<file path="src/rtl/n3c_pkg.sv">
// Shared types and constants for the normalized 3x3 convolution block.
package n3c_pkg;

   localparam int MaxWidth = 1024;
   localparam int PixW     = 24;
   localparam int CoefW    = 16;
   localparam int AccW     = 36;
   localparam int DivW     = 36;

   typedef enum logic [2:0] {
      REG_COLOR_MODE = 3'd0,
      REG_WIDTH      = 3'd1,
      REG_HEIGHT     = 3'd2,
      REG_COEF_LOW   = 3'd3,
      REG_COEF_MID   = 3'd4,
      REG_COEF_HIGH  = 3'd5
   } reg_index_type;

   // one result to be computed: position, 3x3 window, last flag
   typedef struct packed {
      logic [9:0]           row;
      logic [9:0]           col;
      logic [8:0][PixW-1:0] win;   // index 3*a+b, a = row offset, b = col offset
      logic                 last;
   } job_type;

   typedef struct packed {
      logic [9:0] row;
      logic [9:0] col;
      logic [7:0] red;
      logic [7:0] green;
      logic [7:0] blue;
      logic       last;
   } result_type;

endpackage

</file>
<file path="src/rtl/n3c_divider.sv">
// Signed restoring divider, one quotient bit per cycle, truncating toward zero.
module n3c_divider
   import n3c_pkg::*;
(
   input  logic                    clock,
   input  logic                    reset,
   input  logic                    start,
   input  logic signed [AccW-1:0]  dividend,
   input  logic signed [19:0]      divisor,
   output logic                    done,
   output logic signed [AccW-1:0]  quotient
);
   localparam int CntW = $clog2(DivW + 1);

   logic [DivW-1:0] num_ff, num_in;
   logic [DivW:0]   rem_ff, rem_in;
   logic [19:0]     den_ff, den_in;
   logic            neg_ff, neg_in;
   logic [CntW-1:0] cnt_ff, cnt_in;
   logic            busy_ff, busy_in;
   logic            done_ff, done_in;
   logic [DivW:0]   trial;
   logic [DivW:0]   shifted;

   always_comb begin
      num_in  = num_ff;
      rem_in  = rem_ff;
      den_in  = den_ff;
      neg_in  = neg_ff;
      cnt_in  = cnt_ff;
      busy_in = busy_ff;
      done_in = 1'b0;
      shifted = {rem_ff[DivW-1:0], num_ff[DivW-1]};
      trial   = shifted - {{(DivW-19){1'b0}}, den_ff};
      if (start) begin
         num_in  = dividend[AccW-1] ? DivW'(-dividend) : DivW'(dividend);
         den_in  = divisor[19] ? 20'(-divisor) : divisor;
         neg_in  = dividend[AccW-1] ^ divisor[19];
         rem_in  = '0;
         cnt_in  = CntW'(DivW);
         busy_in = 1'b1;
      end else if (busy_ff) begin
         if (!trial[DivW]) begin
            rem_in = trial;
            num_in = {num_ff[DivW-2:0], 1'b1};
         end else begin
            rem_in = shifted;
            num_in = {num_ff[DivW-2:0], 1'b0};
         end
         cnt_in = cnt_ff - 1'b1;
         if (cnt_ff == CntW'(1)) begin
            busy_in = 1'b0;
            done_in = 1'b1;
         end
      end
   end

   always_ff @(posedge clock) begin
      if (reset) begin
         busy_ff <= 1'b0;
         done_ff <= 1'b0;
         cnt_ff  <= '0;
      end else begin
         busy_ff <= busy_in;
         done_ff <= done_in;
         cnt_ff  <= cnt_in;
      end
      num_ff <= num_in;
      rem_ff <= rem_in;
      den_ff <= den_in;
      neg_ff <= neg_in;
   end

   assign done     = done_ff;
   assign quotient = neg_ff ? AccW'(-$signed({1'b0, num_ff})) : $signed(num_ff);
endmodule

</file>
<file path="src/rtl/n3c_filter.sv">
// Filter unit: nine-tap multiply-accumulate per channel, normalize, clamp.
module n3c_filter
   import n3c_pkg::*;
(
   input  logic                    clock,
   input  logic                    reset,
   input  logic                    start,
   input  job_type                 job,
   input  logic [8:0][CoefW-1:0]   coef,
   input  logic                    color_mode,
   output logic                    done,
   output result_type              result
);
   typedef enum logic [1:0] {S_IDLE, S_MAC, S_DIV, S_DONE} state_type;

   state_type         state_ff;
   job_type           job_ff;
   logic [3:0]        tap_ff;
   logic [1:0]        ch_ff;
   logic signed [AccW-1:0] acc_ff [3];
   logic signed [24:0] prod_ff;
   logic              prod_vld_ff;
   logic [1:0]        prod_ch_ff;
   logic [7:0]        q_ff [3];
   logic signed [19:0] weight_ff;
   logic              done_ff;

   logic [3:0]        kidx;
   logic [7:0]        px;
   logic              div_start, div_done;
   logic signed [AccW-1:0] div_q;
   logic signed [AccW-1:0] div_a;
   logic signed [19:0] weight;
   logic [1:0]        nch;

   // reflected mask: tap 3a+b uses coefficient 8-(3a+b)
   assign kidx = 4'd8 - tap_ff;
   assign px   = job_ff.win[tap_ff][8*ch_ff +: 8];
   assign nch  = color_mode ? 2'd3 : 2'd1;

   always_comb begin
      weight = '0;
      for (int i = 0; i < 9; i++) weight = weight + 20'($signed(coef[i]));
   end

   assign div_start = (state_ff == S_MAC) && !prod_vld_ff && tap_ff == 4'd9;
   assign div_a     = acc_ff[ch_ff];

   n3c_divider u_div (
      .clock    (clock),
      .reset    (reset),
      .start    (div_start),
      .dividend (div_a),
      .divisor  (weight_ff == 20'sd0 ? 20'sd256 : weight_ff),
      .done     (div_done),
      .quotient (div_q)
   );

   always_ff @(posedge clock) begin
      if (reset) begin
         state_ff    <= S_IDLE;
         done_ff     <= 1'b0;
         prod_vld_ff <= 1'b0;
      end else begin
         done_ff     <= (state_ff == S_DIV) && div_done && (ch_ff + 2'd1 == nch);
         prod_vld_ff <= (state_ff == S_MAC) && (tap_ff != 4'd9);
         if (prod_vld_ff) acc_ff[prod_ch_ff] <= acc_ff[prod_ch_ff] + AccW'(prod_ff);
         case (state_ff)
            S_IDLE: begin
               if (start) begin
                  job_ff    <= job;
                  weight_ff <= weight;
                  tap_ff    <= '0;
                  ch_ff     <= '0;
                  acc_ff[0] <= '0;
                  acc_ff[1] <= '0;
                  acc_ff[2] <= '0;
                  q_ff[1]   <= '0;
                  q_ff[2]   <= '0;
                  state_ff  <= S_MAC;
               end
            end
            S_MAC: begin
               if (tap_ff != 4'd9) begin
                  prod_ff     <= $signed({1'b0, px}) * $signed(coef[kidx]);
                  prod_ch_ff  <= ch_ff;
                  tap_ff      <= tap_ff + 1'b1;
               end else if (!prod_vld_ff) begin
                  state_ff <= S_DIV;
               end
            end
            S_DIV: begin
               if (div_done) begin
                  if (div_q < 0) q_ff[ch_ff] <= 8'd0;
                  else if (div_q > 255) q_ff[ch_ff] <= 8'd255;
                  else q_ff[ch_ff] <= div_q[7:0];
                  if (ch_ff + 2'd1 == nch) begin
                     state_ff <= S_DONE;
                  end else begin
                     ch_ff    <= ch_ff + 1'b1;
                     tap_ff   <= '0;
                     state_ff <= S_MAC;
                  end
               end
            end
            S_DONE: state_ff <= S_IDLE;
            default: state_ff <= S_IDLE;
         endcase
      end
   end

   assign done         = done_ff;
   assign result.row   = job_ff.row;
   assign result.col   = job_ff.col;
   assign result.red   = q_ff[0];
   assign result.green = q_ff[1];
   assign result.blue  = q_ff[2];
   assign result.last  = job_ff.last;
endmodule

</file>
<file path="config.mk">
export PLATFORM = sky130hd
export DESIGN_NAME = n3c_filter
export DESIGN_NICKNAME = d
export VERILOG_FILES = /design/src/rtl/n3c_pkg.sv /design/src/rtl/n3c_divider.sv /design/src/rtl/n3c_filter.sv
export SDC_FILE = /design/constraint.sdc
export NUM_CORES = 2
export LEC_CHECK = 0
export ABC_AREA = 1
export ABC_CLOCK_PERIOD_IN_PS = 10800
export BUFFER_PORTS_ARGS = -buffer_cell sky130_fd_sc_hd__clkbuf_2
export CAP_MARGIN = 40
export CORE_MARGIN = 5
export CORE_UTILIZATION = 50
export CTS_CLUSTER_SIZE = 20
export DETAILED_ROUTE_END_ITERATION = 12
export PLACE_DENSITY = 0.7
export SYNTH_ARGS = -nofsm -noshare
export SYNTH_HDL_FRONTEND = slang
export SYNTH_SLANG_ARGS = --single-unit
</file>
<file path="constraint.sdc">
create_clock -name clock -period 10.8 [get_ports clock]
set_input_delay 0.54 -clock clock [delete_from_list [all_inputs] [get_ports clock]]
set_output_delay 0.54 -clock clock [all_outputs]
set_load 0.01 [all_outputs]
</file>
==> results.txt <==
- Setup repair after global routing left no endpoint under its margin.
* Number of warnings printed during yosys synthesis: 0
- Entering global routing, the biggest net connects 176 pins.
- Number of buffers inserted to repair setup after CTS: 0
- Clock latency on the worst-skew pair: 0.61 ns
- In this run, synthesis inferred 399 flip-flops with an integrated enable.
- The hold violation total from the final report came to 0.
* Run status: finished clean
* Critical Path Slowest Stage Cell: o22ai_2
- After technology mapping, the gate count stands at 4809.
- The number of placed instances, taps included, is 6122.
- Of the available clock period, the critical path in the final layout requires 0.740.
* R2R cell count: 22
* VDD IR max: about 350 µV
* Total iterations of the first detailed-routing run: 5
- The number of nets in the synthesized netlist is 5546.
* Residual overflow from global routing: 0
- The share of the Yosys chip area taken by registers is 0.387.
- Derived from the worst setup path, the maximum achievable clock frequency is 125 MHz.
- Routed wl met3: 7630 µm
* Post-Syn Area: 39700 µm²
* Number of max-slew violations in the final report: 0
* Number of antenna violations at the first check in global routing: 2
- Endpoint required time on the critical path: 11.14 ns
* Total via count after detailed routing: between 30000 and 40000
- Clock buffer depth: 3
- Htree depth: 3
* Average size of a mapped cell: 8.25 µm²
- Top-level I/O count: 431
- The count of nets left with antenna violations once routing finished came out at 0.
- Compared with the post-synthesis result, the final layout area differs by 12.6%.
- After legalization and detailed placement, the total HPWL measured a little under 90000 µm.
- CTS Root Buffer Type: clkbuf_16
* Routed length per placed instance: approximately 18 µm
* Clock-pin slew on the worst setup and hold paths: 0.06 ns
- Hold repair after CTS inserted 0 buffers.
- Depth of the worst hold-timing path: 1
* Number of synthesized register bits: 567
- The first global-routing pass estimated about 180000 µm of wire.
* Sinks on Clock Net: roughly 570
- Walking the worst path, the cells encountered are inv_4, ha_1, xor2_2, inv_2, nor2_2, nand4_2, o22ai_2, nand2_1, inv_1, fa_1, inv_1, fa_1, fa_1, fa_1, inv_1, ha_1, inv_1, nor3_1, nor3b_1, nand4_1, nand3_1, xor2_1.
- Number of rows in the core area: a little over 100
* Number of library cell types mapped by synthesis: 61
* Total of max-cap violations: 0
- Final sum of negative setup slack: 0 ns
* DRC Markers: 0
- Fin nets: 5878
- Registers take 15300 µm².
* Class of the tightest hold or removal check: in -> reg
* Share of synthesized flip-flops with an asynchronous set or reset: 0
- Summed over all layers, the routed wires come to 114000 µm.
- In this run the standard cell core region covers a little under 80000 µm².
- Headroom to the max-slew limit came out at 0.219.
- Actual slew at the worst max-slew pin: between 1 and 1.5 ns
- The critical path is of the reg -> reg type.
- The count of buffers added on input and output ports is 430.
* Area of combinational cells with multiple inputs: approximately 20000 µm²
- DIE HEIGHT: 292 µm
* Cts bufs inserted: 67
- Tot GR Track Use: 0.261
* Post-detailed-placement cell area: 42500 µm²
* Minimum clock period: 7.99 ns
* Area of the die: 85100 µm²
- Highest metal layer with signal wires: met5
- After the first detailed-routing iteration, the DRC count stood at approximately 2800.
* Vias in the first global route: roughly 33000
- Between clock sinks in the finished design, the worst skew comes to 0.0206 ns.
- Post-Layout Inst Area: 44700 µm²
- Wire length on met1: 48200 µm
- Slowest Stage Delay on Critical Path: 0.65 ns
- Width of the die: 292 µm
* Category of the worst setup path capture point: flop
- Data arrival at the endpoint of the critical path: 8.33 ns
* Met2 Routed Length: ~55000 µm
* Critical path startpoint category: flop
* Routability-driven placement congestion ratio: between 1 and 1.5
- Main synth FF type: edfxtp_1
- Share of layout cells above drive strength 1: 0.127
* Average via count per standard cell: 5.41
- Counting the fill cells in the layout gives 7260.
* Final setup vio count: 0
- Leakage power of the design: approximately 21 nW
- Initial standard-cell utilization of the core: 0.503
- For this run, the number of standard cells in the final layout without fillers is 6247.
- Power per Cell Area: 347 nW/µm²
- TritonCTS built the clock tree.
- Worst-path fanout max: 80
- Quantity of gates resized following cts: 0
## per-layer routing
metal  global-route usage  vias up
met4               0.0782        2
met5                    0        -
met3               0.0475      230
met1                0.342    16000
met2                0.446     1138
li1                     -    16500
## flip-flops by register name, summed over array words and instances (netlist names), 2 cells and up, named ones only
signal and cells:
ch_ff 2, prod_ff 25, state_ff 2, u_div.cnt_ff 6, q_ff 24, tap_ff 4
u_div.den_ff 20, job_ff 216, u_div.num_ff 36, result 21, u_div.rem_ff 36, acc_ff 144
prod_ch_ff 2, weight_ff 20
## area by class of cell
cell class	instances	area share
well taps	1050	0.0294
inverters	806	0.0680
clock inverters	30	0.00596
flip-flops and latches	567	0.343
diodes	2	0.000112
repair buffers	471	0.0569
clock buffers	93	0.0423
multi-input cells	3228	0.454
## cell families (layout without fill, tap and decap cells)
family	Yosys count	after routing	share of synthesized area
AND/OR/NAND/NOR	1605	1605	0.167
buffers and inverters	1014	1400	0.103
AO/OA/AOI/OAI	1127	1127	0.159
adder cells (fa/ha/maj)	352	352	0.152
other	0	2	0
flip-flops	567	567	0.387
XOR/XNOR	144	144	0.0322
## cells in the final DEF (no fill, tap or decap), types with 5 or more instances in the layout
| master | Yosys | routed |
|---|---|---|
| buf_4 | 23 | 32 |
| dfxtp_1 | 168 | 167 |
| a21o_1 | 10 | 10 |
| o21ai_1 | 66 | 66 |
| o22ai_1 | 32 | 32 |
| clkinv_1 | 1 | 10 |
| ha_1 | 133 | 133 |
| o21bai_1 | 9 | 9 |
| clkinv_2 | 0 | 9 |
| edfxtp_1 | 399 | 399 |
| nand3b_1 | 7 | 7 |
| nand4_1 | 33 | 33 |
| a21oi_2 | 10 | 10 |
| clkbuf_2 | 0 | 430 |
| xor2_1 | 85 | 85 |
| nor3_2 | 8 | 9 |
| nor4_1 | 7 | 7 |
| nand3_1 | 178 | 178 |
| o221ai_1 | 45 | 45 |
| o21ai_0 | 517 | 517 |
| nor2_1 | 524 | 521 |
| a21oi_1 | 320 | 320 |
| fa_1 | 219 | 219 |
| a21boi_0 | 5 | 5 |
| o21ai_2 | 12 | 12 |
| clkbuf_1 | 103 | 20 |
| clkbuf_16 | 0 | 72 |
| o211ai_1 | 48 | 48 |
| inv_2 | 14 | 13 |
| nor3_1 | 37 | 35 |
| xnor2_1 | 57 | 57 |
| nor2_4 | 5 | 5 |
| o31ai_1 | 5 | 5 |
| nand2_1 | 771 | 771 |
| or2_2 | 6 | 6 |
| a31oi_1 | 20 | 20 |
| nand2_2 | 11 | 11 |
| o21a_1 | 5 | 5 |
| nor2_2 | 7 | 10 |
| inv_1 | 790 | 788 |
## stage by stage
| step | worst slack (ns) | power (mW) | utilization | hold slack (ns) |
|---|---|---|---|---|
| after floorplan | 1.76 | 10.9 | - | 0.424 |
| after global placement | 3.09 | 13.1 | 0.538 | 0.464 |
| after detailed placement | 2.92 | 13.3 | 0.539 | 0.465 |
| after CTS | 2.90 | 15.6 | 0.567 | 0.0680 |
| after global routing | 2.29 | 17.1 | 0.567 | 0.0650 |
| final | 2.81 | 15.5 | 0.567 | 0.101 |
## Yosys cell counts, types with 32 or more instances
master / instances / area [µm²]
o221ai_1: 45 / 394
dfxtp_1: 168 / 3360
buf_2: 57 / 285
o22ai_1: 32 / 200
inv_1: 790 / 2970
xnor2_1: 57 / 499
ha_1: 133 / 1660
a21oi_1: 320 / 1600
fa_1: 219 / 4380
edfxtp_1: 399 / 12000
o21ai_1: 66 / 330
nand3_1: 178 / 891
o211ai_1: 48 / 360
o21ai_0: 517 / 2590
nand2_1: 771 / 2890
nand4_1: 33 / 206
nor2_1: 524 / 1970
nor3_1: 37 / 185
xor2_1: 85 / 744
clkbuf_1: 103 / 387
## report_power, final
part	internal [mW]	switching, mW
registers	3.19	0.297
clock network	1.31	0.912
logic	3.41	6.41
## worst paths after layout
check | start | endpoint | slack [ns]
max | tap_ff[0] | prod_ff[24] | 2.81
min | job[15] | job_ff[15] | 0.10
max reg2reg | tap_ff[0] | prod_ff[24] | 2.81
min reg2reg | u_div.rem_ff[15] | u_div.rem_ff[15] | 0.47
## worst max-delay path, delay by kind of cell, from the launching register on
kind / cells / cell delay [ns]
buffers and inverters: 6 / 1.45
AO/OA/AOI/OAI: 1 / 0.65
adder cells (fa/ha/maj): 6 / 2.82
flip-flops: 1 / 0.46
XOR/XNOR: 2 / 0.47
AND/OR/NAND/NOR: 7 / 1.81
(Power assumes the default switching activity.)
